**src/hcsg_pkg.sv**
```systemverilog
`default_nettype none
// ----------------------------------------------------------------------------
// hcsg_pkg
// Shared types, constants and grammar table for the Hilbert curve step
// generator.
// ----------------------------------------------------------------------------
package hcsg_pkg;

	localparam int MAX_LEVEL = 8;
	localparam int RULE_LEN  = 11;
	localparam int DEPTH_W   = $clog2(MAX_LEVEL + 1);
	localparam int IDX_W     = (MAX_LEVEL > 1) ? $clog2(MAX_LEVEL) : 1;
	localparam int POS_W     = 4;
	localparam int LEVEL_W   = 4;
	localparam int LEN_W     = 9;
	localparam int DELTA_W   = 10;
	localparam int CFG_IDX_W = 1;

	localparam logic [LEVEL_W-1:0]   LEVEL_RST = LEVEL_W'(5);
	localparam logic [LEN_W-1:0]     LEN_RST   = LEN_W'(16);
	localparam logic [CFG_IDX_W-1:0] CFG_CURVE_LEVEL = CFG_IDX_W'(0);
	localparam logic [CFG_IDX_W-1:0] CFG_STEP_LENGTH = CFG_IDX_W'(1);

	localparam logic RULE_X = 1'b0;
	localparam logic RULE_Y = 1'b1;

	typedef enum logic [2:0] {
		SYM_PLUS  = 3'd0,
		SYM_MINUS = 3'd1,
		SYM_X     = 3'd2,
		SYM_Y     = 3'd3,
		SYM_F     = 3'd4
	} sym_t;

	typedef struct packed {
		logic             kind;
		logic [POS_W-1:0] pos;
	} frame_t;

	typedef struct packed {
		logic restart;
		logic step;
	} walk_cmd_t;

	typedef struct packed {
		logic       empty;
		logic       found;
		logic [1:0] heading;
	} walk_stat_t;

	typedef struct packed {
		logic       seg;
		logic       fin;
		logic [1:0] heading;
	} seg_info_t;

	// X -> +YF-XFX-FY+   Y -> -XF+YFY+FX-
	function automatic sym_t rule_sym(input logic kind, input logic [POS_W-1:0] pos);
		sym_t s;
		case (pos)
			POS_W'(0):  s = kind ? SYM_MINUS : SYM_PLUS;
			POS_W'(1):  s = kind ? SYM_X     : SYM_Y;
			POS_W'(2):  s = SYM_F;
			POS_W'(3):  s = kind ? SYM_PLUS  : SYM_MINUS;
			POS_W'(4):  s = kind ? SYM_Y     : SYM_X;
			POS_W'(5):  s = SYM_F;
			POS_W'(6):  s = kind ? SYM_Y     : SYM_X;
			POS_W'(7):  s = kind ? SYM_PLUS  : SYM_MINUS;
			POS_W'(8):  s = SYM_F;
			POS_W'(9):  s = kind ? SYM_X     : SYM_Y;
			POS_W'(10): s = kind ? SYM_MINUS : SYM_PLUS;
			default:    s = SYM_F;
		endcase
		return s;
	endfunction

endpackage
`default_nettype wire

```
**src/hcsg_walker.sv**
```systemverilog
`default_nettype none
// ----------------------------------------------------------------------------
// hcsg_walker
// Expansion stack and turtle heading; walks one grammar symbol or one frame
// pop per step.
// ----------------------------------------------------------------------------
module hcsg_walker (
	input  wire                             clk,
	input  wire                             arst_n,
	input  wire hcsg_pkg::walk_cmd_t        cmd,
	input  wire [hcsg_pkg::LEVEL_W-1:0]     level,
	output hcsg_pkg::walk_stat_t            stat
);
	import hcsg_pkg::*;

	frame_t             stack_q [MAX_LEVEL];
	logic [DEPTH_W-1:0] depth_q;
	logic [1:0]         heading_q;

	logic [DEPTH_W-1:0] lvl_eff;
	logic [DEPTH_W-1:0] depth_m1;
	logic [IDX_W-1:0]   idx;
	logic [IDX_W-1:0]   push_idx;
	frame_t             top;
	sym_t               sym;
	logic               empty;
	logic               pos_end;
	logic               can_push;
	logic               do_step;

	always_comb begin
		lvl_eff  = (32'(level) > MAX_LEVEL) ? DEPTH_W'(MAX_LEVEL) : DEPTH_W'(level);
		depth_m1 = depth_q - DEPTH_W'(1);
		idx      = depth_m1[IDX_W-1:0];
		push_idx = depth_q[IDX_W-1:0];
		top      = stack_q[idx];
		sym      = rule_sym(top.kind, top.pos);
		empty    = (depth_q == '0);
		pos_end  = (32'(top.pos) >= RULE_LEN);
		can_push = (depth_q < lvl_eff);
		do_step  = cmd.step && !empty;
	end

	assign stat.empty   = empty;
	assign stat.found   = !empty && !pos_end && (sym == SYM_F);
	assign stat.heading = heading_q;

	always_ff @(posedge clk or negedge arst_n) begin
		if (!arst_n) begin
			depth_q   <= '0;
			heading_q <= '0;
		end else if (cmd.restart) begin
			depth_q   <= (lvl_eff != '0) ? DEPTH_W'(1) : '0;
			heading_q <= '0;
		end else if (do_step) begin
			if (pos_end) begin
				depth_q <= depth_m1;
			end else begin
				case (sym)
					SYM_PLUS:  heading_q <= heading_q + 2'd1;
					SYM_MINUS: heading_q <= heading_q - 2'd1;
					SYM_X, SYM_Y: begin
						if (can_push)
							depth_q <= depth_q + DEPTH_W'(1);
					end
					default: ;
				endcase
			end
		end
	end

	always_ff @(posedge clk) begin
		if (cmd.restart) begin
			stack_q[0] <= '{kind: RULE_X, pos: '0};
		end else if (do_step && !pos_end) begin
			stack_q[idx].pos <= top.pos + POS_W'(1);
			if ((sym == SYM_X || sym == SYM_Y) && can_push)
				stack_q[push_idx] <= '{kind: (sym == SYM_Y) ? RULE_Y : RULE_X, pos: '0};
		end
	end

endmodule
`default_nettype wire

```
**src/hcsg_seg_fmt.sv**
```systemverilog
`default_nettype none
// ----------------------------------------------------------------------------
// hcsg_seg_fmt
// Output register: scales the heading unit vector by the step length and
// holds the segment until the request is taken.
// ----------------------------------------------------------------------------
module hcsg_seg_fmt (
	input  wire                                clk,
	input  wire                                arst_n,
	input  wire                                load,
	input  wire hcsg_pkg::seg_info_t           info,
	input  wire [hcsg_pkg::LEN_W-1:0]          step_len,
	output logic                               free,
	output logic                               out_valid,
	input  wire                                out_ready,
	output logic                               seg_valid,
	output logic [1:0]                         heading,
	output logic signed [hcsg_pkg::DELTA_W-1:0] delta_x,
	output logic signed [hcsg_pkg::DELTA_W-1:0] delta_y,
	output logic                               final_segment
);
	import hcsg_pkg::*;

	logic signed [DELTA_W-1:0] pos_len;
	logic signed [DELTA_W-1:0] neg_len;
	logic signed [DELTA_W-1:0] dx;
	logic signed [DELTA_W-1:0] dy;

	always_comb begin
		pos_len = $signed(DELTA_W'(step_len));
		neg_len = -pos_len;
		dx = '0;
		dy = '0;
		if (info.seg) begin
			case (info.heading)
				2'd0:    dx = pos_len;
				2'd1:    dy = neg_len;
				2'd2:    dx = neg_len;
				2'd3:    dy = pos_len;
				default: ;
			endcase
		end
	end

	assign free = !out_valid || out_ready;

	always_ff @(posedge clk or negedge arst_n) begin
		if (!arst_n) begin
			out_valid <= 1'b0;
		end else if (load) begin
			out_valid <= 1'b1;
		end else if (out_ready) begin
			out_valid <= 1'b0;
		end
	end

	always_ff @(posedge clk) begin
		if (load) begin
			seg_valid     <= info.seg;
			heading       <= info.seg ? info.heading : 2'd0;
			delta_x       <= dx;
			delta_y       <= dy;
			final_segment <= info.seg && info.fin;
		end
	end

endmodule
`default_nettype wire

```
**src/hilbert_curve_step_generator.sv**
```systemverilog
`default_nettype none
// Request: the walker takes steps (symbols and frame pops,
//   one per cycle) up to and including the next F, or the pops to an empty
//   stack, then emits the segment; the stack is L frames deep (L <= 8).
//   A restart first adds the steps to the first F.
// Throughput: one request at a time; ready only while idle.
// Reset: no curve active, heading 0, curve_level 5, step_length 16.
// ----------------------------------------------------------------------------
// hilbert_curve_step_generator
// Hilbert curve L-system turtle: one segment (or an empty result once the curve is done) per request.
// ----------------------------------------------------------------------------
module hilbert_curve_step_generator (
	input  wire                                 clk,
	input  wire                                 arst_n,
	input  wire                                 cfg_we,
	input  wire [hcsg_pkg::CFG_IDX_W-1:0]       cfg_index,
	input  wire [hcsg_pkg::LEN_W-1:0]           cfg_wdata,
	input  wire                                 in_valid,
	output logic                                in_ready,
	input  wire                                 restart,
	output logic                                out_valid,
	input  wire                                 out_ready,
	output logic                                seg_valid,
	output logic [1:0]                          heading,
	output logic signed [hcsg_pkg::DELTA_W-1:0] delta_x,
	output logic signed [hcsg_pkg::DELTA_W-1:0] delta_y,
	output logic                                final_segment
);
	import hcsg_pkg::*;

	typedef enum logic [3:0] {
		ST_IDLE   = 4'b0001,
		ST_WALK_A = 4'b0010,
		ST_WALK_B = 4'b0100,
		ST_EMIT   = 4'b1000
	} state_t;

	state_t             state_q;
	logic [LEVEL_W-1:0] level_q;
	logic [LEN_W-1:0]   step_len_q;
	logic               done_q;
	seg_info_t          info_q;

	walk_cmd_t  cmd;
	walk_stat_t stat;
	logic       accept;
	logic       free;
	logic       load;

	assign in_ready   = (state_q == ST_IDLE);
	assign accept     = in_valid && in_ready;
	assign cmd.restart = accept && restart;
	assign cmd.step    = (state_q == ST_WALK_A) || (state_q == ST_WALK_B);
	assign load        = (state_q == ST_EMIT) && free;

	always_ff @(posedge clk or negedge arst_n) begin
		if (!arst_n) begin
			level_q    <= LEVEL_RST;
			step_len_q <= LEN_RST;
		end else if (cfg_we) begin
			case (cfg_index)
				CFG_CURVE_LEVEL: level_q    <= cfg_wdata[LEVEL_W-1:0];
				CFG_STEP_LENGTH: step_len_q <= cfg_wdata;
				default: ;
			endcase
		end
	end

	always_ff @(posedge clk or negedge arst_n) begin
		if (!arst_n) begin
			state_q <= ST_IDLE;
			done_q  <= 1'b1;
			info_q  <= '0;
		end else begin
			case (state_q)
				ST_IDLE: begin
					if (accept) begin
						if (restart) begin
							state_q <= ST_WALK_A;
						end else if (done_q) begin
							info_q  <= '0;
							state_q <= ST_EMIT;
						end else begin
							info_q.heading <= stat.heading;
							state_q        <= ST_WALK_B;
						end
					end
				end
				ST_WALK_A: begin
					if (stat.found) begin
						info_q.heading <= stat.heading;
						state_q        <= ST_WALK_B;
					end else if (stat.empty) begin
						done_q  <= 1'b1;
						info_q  <= '0;
						state_q <= ST_EMIT;
					end
				end
				ST_WALK_B: begin
					if (stat.found || stat.empty) begin
						done_q     <= stat.empty;
						info_q.seg <= 1'b1;
						info_q.fin <= stat.empty;
						state_q    <= ST_EMIT;
					end
				end
				ST_EMIT: begin
					if (free)
						state_q <= ST_IDLE;
				end
				default: state_q <= ST_IDLE;
			endcase
		end
	end

	hcsg_walker u_walker (
		.clk    (clk),
		.arst_n (arst_n),
		.cmd    (cmd),
		.level  (level_q),
		.stat   (stat)
	);

	hcsg_seg_fmt u_fmt (
		.clk           (clk),
		.arst_n        (arst_n),
		.load          (load),
		.info          (info_q),
		.step_len      (step_len_q),
		.free          (free),
		.out_valid     (out_valid),
		.out_ready     (out_ready),
		.seg_valid     (seg_valid),
		.heading       (heading),
		.delta_x       (delta_x),
		.delta_y       (delta_y),
		.final_segment (final_segment)
	);

	a_busy_after_req: assert property (@(posedge clk) disable iff (!arst_n)
		accept |=> !in_ready)
		else $error("request accepted but block still ready");

	a_final_is_seg: assert property (@(posedge clk) disable iff (!arst_n)
		out_valid && final_segment |-> seg_valid)
		else $error("final flag without segment");

	a_empty_zero: assert property (@(posedge clk) disable iff (!arst_n)
		out_valid && !seg_valid |-> heading == 2'd0 && delta_x == '0 && delta_y == '0)
		else $error("empty result with nonzero fields");

	a_axis: assert property (@(posedge clk) disable iff (!arst_n)
		out_valid && !heading[0] |-> delta_y == '0)
		else $error("x heading with y displacement");

endmodule
`default_nettype wire
```
**config.mk**
```make
export PLATFORM = sky130hd
export DESIGN_NAME = hilbert_curve_step_generator
export DESIGN_NICKNAME = d
export VERILOG_FILES = /design/src/hcsg_pkg.sv /design/src/hcsg_walker.sv /design/src/hcsg_seg_fmt.sv /design/src/hilbert_curve_step_generator.sv
export SDC_FILE = /design/constraint.sdc
export NUM_CORES = 1
export LEC_CHECK = 0
export BUFFER_PORTS_ARGS = -buffer_cell sky130_fd_sc_hd__buf_2
export CORE_AREA = 2 2 109 111
export CTS_CLUSTER_SIZE = 10
export DETAILED_ROUTE_END_ITERATION = 12
export DIE_AREA = 0 0 111 113
export RECOVER_POWER = 25
export SYNTH_ARGS = -nofsm -noshare
export SYNTH_HDL_FRONTEND = slang
export SYNTH_SLANG_ARGS = --single-unit
```
**constraint.sdc**
```tcl
create_clock -name clk -period 8.5 [get_ports clk]
set_input_delay 1.7 -clock clk [delete_from_list [all_inputs] [get_ports clk]]
set_output_delay 1.7 -clock clk [all_outputs]
set_load 0.1 [all_outputs]
```
; Word level (Yosys, flattened, before mapping)
; Memory sizes are Yosys's and may differ from the RTL's.
; Index checks and enable logic that the tools add are counted.
[classes]
add_sub_neg = 6
n_mul = 0
div = 0
order_cmp = 3
eq_ne = 27
shift = 0
n_mux = 55
bitwise = 1
reduce_logical = 43
[ops]
columns = cell, count
row1 = $mux W4, 16
row2 = $pmux W10 S2, 2
row3 = $mux W1, 20
row4 = $mux W2, 9
row5 = $eq A4 B3 Y1 const B, 4
row6 = $pmux W4 S4, 1
row7 = $eq A4 B4 Y1 const B, 3
row8 = $pmux W3 S4, 1
row9 = $reduce_and A4 Y1, 3
row10 = $reduce_bool A3 Y1, 4
row11 = $neg A9 Y10, 1
row12 = $reduce_or A2 Y1, 5
row13 = $logic_and A1 B1 Y1, 9
row14 = $add A4 B1 Y4 const B, 2
row15 = $eq A4 B1 Y1 const B, 2
row16 = $eq A4 B2 Y1 const B, 2
row17 = $logic_not A4 Y1, 2
row18 = $ne A2 B1 Y1 const B, 4
row19 = $ne A2 B2 Y1 const B, 4
row20 = $pmux W2 S2, 2
row21 = $reduce_bool A2 Y1, 4
row22 = $reduce_and A7 Y1, 1
row23 = $eq A3 B2 Y1 const B, 2
row24 = $pmux W2 S3, 1
row25 = other kinds (23), 31
[totals]
reg_bits = 53
latch_bits = 0
mem_bits_rw = 40
romBits = 0
wordCells = 151
n_memories = 1
[memory_table]
columns = name, depth, word_bits, rd, rd_clocked_by_memory_dff, wr, line_no
row1 = u_walker.stack_q, 8, 5, 1, 0, 2, hcsg_walker.sv:16  ; frame_t stack_q [MAX_LEVEL];

; Depth between registers and ports, before layout
; Gate-level depths: netlist (run 1).
; An unclocked memory read counts as a cell.
[logic_depth]
ltp_word = 12
ltp_mapped = 20
mapped_depth_nobuf = 12

; Hierarchy
; A second synthesis (run 1) with hierarchy kept.
[unflattened]
cells_unflattened = 468
hier_area_um2 = 5107.4
[modules_own_cells]
columns = mod, n_inst, cells_each, area_per_inst_um2, seq_area_each_um2
row1 = hcsg_walker, 1, 272, 2751.4, 1031.0
row2 = hcsg_seg_fmt, 1, 109, 1263.7, 745.7
row3 = hilbert_curve_step_generator, 1, 87, 1092.3, 556.8

; Least setup slack after synthesis (run 1)
; Ideal clock, no wire load.
[synth_path]
path_type = flip-flop to flip-flop
start = register u_walker.depth_q[0]
end = memory u_walker.stack_q[0][4] (netlist bit) (enable)
setup_ps = 298
t_arrival_ps = 3964
path_slack_ps = 4238
stages_incl_launch_ff = 20
path_buffers = 7
period_less_slack_ps = 4262
path_cell_list = dfrtp_1 buf_4 buf_4 buf_2 inv_1 ha_1 buf_2 buf_1 mux4_2 mux2i_1 inv_1 ha_1 inv_1 a21o_1 buf_4 and2_4 buf_6 nand3_2 or3_1 nand2_1
[synth_rtl]
columns = element, line_no
row1 = from (decl), hcsg_walker.sv:17  ; logic [DEPTH_W-1:0] depth_q;
row2 = from (signal assigned), hcsg_walker.sv:53  ; depth_q <= (lvl_eff != '0) ? DEPTH_W'(1) : '0;
row3 = from (signal assigned), hcsg_walker.sv:57  ; depth_q <= depth_m1;
row4 = from (signal assigned), hcsg_walker.sv:64  ; depth_q <= depth_q + DEPTH_W'(1);
row5 = to (decl), hcsg_walker.sv:16

==> results of run 1 <==
==> flip-flops by register name, indices dropped and copies added, names as in the netlist <==
signal and count:
done_q 1, info_q 4, level_q 4, state_q 4
step_len_q 9, u_fmt.delta_x 10, u_fmt.delta_y 10, u_fmt.final_segment 1
u_fmt.heading 2, u_fmt.out_valid 1, u_fmt.seg_valid 1, u_walker.depth_q 4
u_walker.heading_q 2, u_walker.stack_q 40
==> stage by stage <==
stage / hold WS (ns) / area, um2
floorplan: 0.455 / 4980
global placement: 0.479 / 5270
detailed placement: 0.483 / 5270
CTS: 0.497 / 5540
global route: 0.533 / 5540
finish: 0.498 / 5540
==> report_power, final <==
part / internal, mW / total [mW] / switching (mW)
Combinational: 0.224 / 0.636 / 0.412
Sequential: 0.532 / 0.593 / 0.0610
Clock: 0.204 / 0.368 / 0.164
Total: 0.960 / 1.60 / 0.637
==> cells by family (layout without fill, tap and decap cells) <==
group / Yosys count / count (layout) / share of synthesized area, %
and+or+nand+nor: 173 / 173 / 18.2
adders and majority gates: 10 / 10 / 2.51
xor gates and xnor gates: 17 / 17 / 3.37
AOI/OAI and AO/OA: 53 / 53 / 7.39
buffers and inverters: 34 / 73 / 3.34
muxes: 79 / 79 / 18.3
DFF: 93 / 93 / 46.9
==> worst max-delay path by stage <==
stage                                    from                endpoint  slack (ns)  cells past startpoint
after floorplan           u_walker.depth_q[0]  u_walker.stack_q[0][4]        4.24                     19
after global placement    u_walker.depth_q[0]  u_walker.stack_q[2][4]        4.15                     12
after detailed placement  u_walker.depth_q[0]  u_walker.stack_q[3][4]        4.01                     12
after CTS                 u_walker.depth_q[0]  u_walker.stack_q[1][2]        3.98                     13
after global routing      u_walker.depth_q[0]  u_walker.stack_q[1][2]        3.52                     13
final                     u_walker.depth_q[0]  u_walker.stack_q[1][2]        3.99                     13
==> cell type report <==
class | count | share of cell area [%]
multi-input combinational | 332 | 44.8
sequential | 93 | 42.1
clock buffer | 11 | 4.38
timing repair buffer | 44 | 4.09
tap | 143 | 3.23
inverter | 13 | 0.881
clock inverter | 5 | 0.497
==> worst reg2reg max path, delay by kind of cell (launching register included) <==
kind | cells | cell delay (ns)
multiplexers | 2 | 0.75
AND/OR/NAND/NOR | 2 | 0.77
adder cells (fa/ha/maj) | 2 | 0.98
AO/OA/AOI/OAI | 3 | 0.70
flip-flops | 1 | 0.32
buffers and inverters | 4 | 0.90
==> per-layer routing <==
metal  vias to the layer above  track usage (%)  wire [um]
met3                        19             3.54        457
li1                       1730                -          -
met5                         -                0          0
met4                         0             9.08        318
met2                        78             30.3       4980
met1                      1657             21.7       4590
==> Yosys cell counts, types with 9 or more instances <==
cell type and count:
nor2_1 67, mux2i_1 51, dfxtp_1 32, edfxtp_1 32, dfrtp_1 24, nand2_1 23, mux2_2 20, nor3_1 18
inv_1 13, o21ai_0 12, ha_1 10, a21oi_1 9, clkbuf_1 9, xnor2_1 9
==> qor.yml, run 1 <==
outcome: "complete, but fails checks"
violations: "max-capacitance violations, max-slew violations"
vdd_ir_drop_max_mv: 0.142
finalSetupViolations: 0
yosys.area.top_type: "edfxtp_1"
regToRegEndpoint: "u_walker.stack_q[1][2]"
synth_cells: 459
hold_start: "u_walker.stack_q[7][3]"
cp_max_fo: 38
antenna_found_initial: 0
drtPass1Iterations: 4
dieHeight_um: 113
required_ns: 8.77
cts.path.max_buffers: 2
r2r_setup_slack_ns: 3.99
synthFlopType: "edfxtp_1"
hpwl_um: 7740
finClkSkew_ns: 0.00699
cts_hold_buf: 0
cts_setup_buffers: 0
pre_cts_ws_ns: 4.01
postLayoutCoreUtil_pct: 49.1
cp_slowest_stage_delay_ns: 0.72
power_mw: 1.60
avgSynthCellArea_um2: 10.8
die-width_um: 111
track_usage_pct: 17.8
synth-edff-count: 32
path_class: "reg -> reg"
ys_seq_area_share_pct: 46.9
grt_overflow: 0
max_freq_mhz: 222
die_area_um2: 12500
yosys.cell_types.count: 62
min-delay-path-class: "reg -> reg"
grt_pass1_vias: 3505
maxSlewViolCount: 30
place.gp.congestion: 0.835
maxCapViolCount: 1
hold_viol_final: 0
finalCriticalPeriod_ns: 4.51
routedWlPerCell_um: 16.1
io_pins: 42
cts-root-buf: "clkbuf_16"
row_count: 39
area_growth_pct: 11.3
ff2ff_path_depth: 13
worstPathArrival_ns: 4.77
ys_ff_latch: 93
clk_latency_ns: 0.35
finalCritPeriodShare_pct: 53.0
layout_setup_ws_ns: 3.99
dr.first_iter.drc_count: 140
async_reset_ff_share_pct: 31.2
fillers: 1041
numCtsBuffers: 9
worst_pin_slew_ns: 1.54
routed-via-count: 3484
cts_tree: "yes"
power_leakage_nw: 2.26
holdPathEnd: "u_walker.stack_q[7][3]"
timing.rr.start: "u_walker.depth_q[0]"
synth_fp_nets: 485
drive_above_1_share_pct: 21.7
cp_num_buf_inv: 4
worst_setup_path_start_kind: "flip-flop"
cts_sinks: 93
nets: 519
grt_setup_unrepaired: "false"
via_per_inst: 5.44
post-place-cells: 625
critPathTopFamily: "adder cells"
endpoint_kind: "flip-flop"
synth_top_area_share_pct: 19.3
ctsResizeCount: 0
drc: 0
grt_max_degree: 39
yosys_warnings: 0
worstHoldPathCells: 2
syn_area_um2: 4980
antenna_left: 0
clk_pin_slew_ns: 0.06
synthTopCellsByArea: "edfxtp_1 (19%), dfxtp_1 (13%), dfrtp_1 (12%)"
regArea_um2: 2330
coreArea_um2: 11300
finalSetupTns_ns: 0
grt_pass1_wl_um: 17600
slew_headroom_pct: -2.79
power.density_nw_per_um2: 288
final_common_cell: "nor2_1"
routed_wl_um: 10400
multi_input_area_um2: 2480
htree_levels: 3
antenna_cells: 0
critPathSlowestCell: "ha_1"
start_util_pct: 44.1
fin_cells: 641
cpMostUsedCell: "inv_1"
io_buffers: 41
layout_common_cells: "nor2_1 (67), mux2i_1 (51), buf_2 (40), edfxtp_1 (32), dfxtp_1 (32)"
cp_cell_sequence: "buf_4 > inv_1 > ha_1 > mux4_2 > mux2i_1 > inv_1 > ha_1 > inv_1 > a21o_1 > nand2_2 > nor3_2 > o31ai_1 > a211oi_1"
Note: power is estimated with default switching activity, not from simulation.
==> run 2, diff against run 1 <==
==> constraint.sdc (replaced) <==
create_clock -name clk -period 4.2 [get_ports clk]
set_input_delay 0.84 -clock clk [delete_from_list [all_inputs] [get_ports clk]]
set_output_delay 0.84 -clock clk [all_outputs]
set_load 0.1 [all_outputs]
==> run 2 against run 1 <==
- the flow still finishes with violations (max-capacitance violations, max-slew violations)
- largest power group unchanged
- hold slack got worse by 0.0056 ns
- flip-flop and latch count did not move
- first-iteration DRC count rose by 33%
- largest cell class unchanged
- final cell count rose by 1.2%
==> qor.yml, run 2 (synthesis gave the netlist of run 1 again) <==
die_area_um2: 12500
cts_setup_buffers: 0
min-delay-path-class: "reg -> reg"
ff2ff_path_depth: 11
dr.first_iter.drc_count: 186
start_util_pct: 44.1
routed_wl_um: 10800
p_clk_share_pct: 22.5
cts_hold_buf: 0
worstPathArrival_ns: 3.73
holdPathEnd: "u_walker.stack_q[0][3]"
grt_pass1_wl_um: 17800
power_mw: 3.28
grt_setup_unrepaired: "false"
track_usage_pct: 17.9
clk_pin_slew_ns: 0.06
via_per_inst: 5.42
drc: 0
layout_setup_ws_ns: 0.523
swShare_pct: 40.3
cp_slowest_stage_delay_ns: 0.54
antenna_cells: 0
final_common_cell: "nor2_1"
cts_sinks: 93
antenna_left: 0
grt_pass1_vias: 3460
io_pins: 42
outcome: "complete, but fails checks"
timing.rr.start: "u_walker.depth_q[0]"
grt_max_degree: 30
finalSetupViolations: 0
numCtsBuffers: 9
worst_setup_path_start_kind: "flip-flop"
cts-root-buf: "clkbuf_16"
area_growth_pct: 12.4
place.gp.congestion: 0.868
pre_cts_ws_ns: 0.551
routed-via-count: 3516
p_sw_mw: 1.32
coreArea_um2: 11300
worst_pin_slew_ns: 1.56
finClkSkew_ns: 0.00475
cts.path.max_buffers: 2
critPathSlowestCell: "mux4_2"
cts_tree: "yes"
row_count: 39
max_freq_mhz: 272
vdd_ir_drop_max_mv: 0.230
largest_register: "u_walker.stack_q"
htree_levels: 3
slew_headroom_pct: -3.71
pwr-share-seq_pct: 36.4
nets: 527
drtPass1Iterations: 5
timing.hold.ws_ns: 0.492
io_buffers: 41
p_int_mw: 1.96
violations: "max-capacitance violations, max-slew violations"
cpMostUsedCell: "inv_1"
power.density_nw_per_um2: 587
maxCapViolCount: 1
p_comb_share_pct: 41.1
dieHeight_um: 113
finalCritPeriodShare_pct: 87.5
grt_overflow: 0
endpoint_kind: "flip-flop"
fin_cells: 649
routedWlPerCell_um: 16.6
cp_cell_sequence: "buf_4 > mux4_2 > mux2i_1 > inv_1 > ha_1 > inv_1 > a21o_1 > and2_4 > nand3_2 > or3_1 > nand2_1"
post-place-cells: 633
clk_latency_ns: 0.34
cp_max_fo: 28
path_class: "reg -> reg"
die-width_um: 111
hpwl_um: 8150
drive_above_1_share_pct: 22.9
r2r_setup_slack_ns: 0.52
required_ns: 4.26
hold_start: "u_walker.stack_q[0][3]"
maxSlewViolCount: 30
largest_reg_flops: 40
power_leakage_nw: 2.29
regToRegEndpoint: "u_walker.stack_q[0][4]"
layout_common_cells: "nor2_1 (67), mux2i_1 (51), buf_2 (40), edfxtp_1 (32), dfxtp_1 (32)"
top_regs: "u_walker.stack_q: 40 flops, u_fmt.delta_x: 10 flops, u_fmt.delta_y: 10 flops"
antenna_found_initial: 0
finalSetupTns_ns: 0
finalCriticalPeriod_ns: 3.68
hold_viol_final: 0
worstHoldPathCells: 2
ctsResizeCount: 0
run 2: changes by cell type in the layout (fill, tap and decap cells not counted), sizes merged:
cell | previous run | this run
buf | 43 | 51
clkbuf | 12 | 11
clkinv | 4 | 3
clkinvlp | 1 | 2
inv | 13 | 14
run 2: power by group through the flow:
| stage | sequential, mW | combinational [mW] | clock [mW] |
|---|---|---|---|
| floorplan | 1.27 | 1.02 | 0 |
| global placement | 1.21 | 1.32 | 0 |
| detailed placement | 1.21 | 1.34 | 0 |
| CTS | 1.19 | 1.35 | 0.757 |
| global route | 1.21 | 1.46 | 0.795 |
| finish | 1.19 | 1.35 | 0.739 |
run 2: final cells by class:
class / count / area, um2
fillers: 1026 / 5680
multi-input cells: 332 / 2480
flip-flops and latches: 93 / 2330
repair buffers: 52 / 287
clock buffers: 10 / 229
well taps: 143 / 179
inverters: 13 / 48.8
clock inverters: 6 / 38.8
run 2: worst max-delay path by stage:
stage	startpoint	end	slack, ns	cells after the start
2_1_floorplan	u_walker.depth_q[0]	u_walker.stack_q[0][4]	0.13	19
3_3_place_gp	u_walker.depth_q[0]	u_walker.stack_q[0][4]	0.60	10
3_5_place_dp	u_walker.depth_q[0]	u_walker.stack_q[0][4]	0.55	10
4_1_cts	u_walker.depth_q[0]	u_walker.stack_q[0][4]	0.54	10
5_1_grt	u_walker.depth_q[1]	u_walker.stack_q[7][4]	0.21	11
6_report	u_walker.depth_q[0]	u_walker.stack_q[0][4]	0.52	11
run 2: per-stage QoR:
step,area [um2],utilization (%)
CTS,5600,49.6
global placement,5330,47.3
detailed placement,5330,47.3
floorplan,4980,-
global route,5590,49.6
finish,5590,49.6
run 2: layer usage:
metal	vias up	global-route usage [%]	wire, um
li1	1751	-	-
met1	1689	23.0	4840
met2	62	31.0	5340
met3	14	2.20	355
met4	0	7.58	221
met5	-	0	0
run 2: worst max-delay path, delay by kind of cell, from the launching register on:
kind	cells	cell delay, ns
compound gates	1	0.30
fa+ha+maj	1	0.27
buf+inv	3	0.61
flops	1	0.34
mux	2	0.89
simple gates	4	0.96
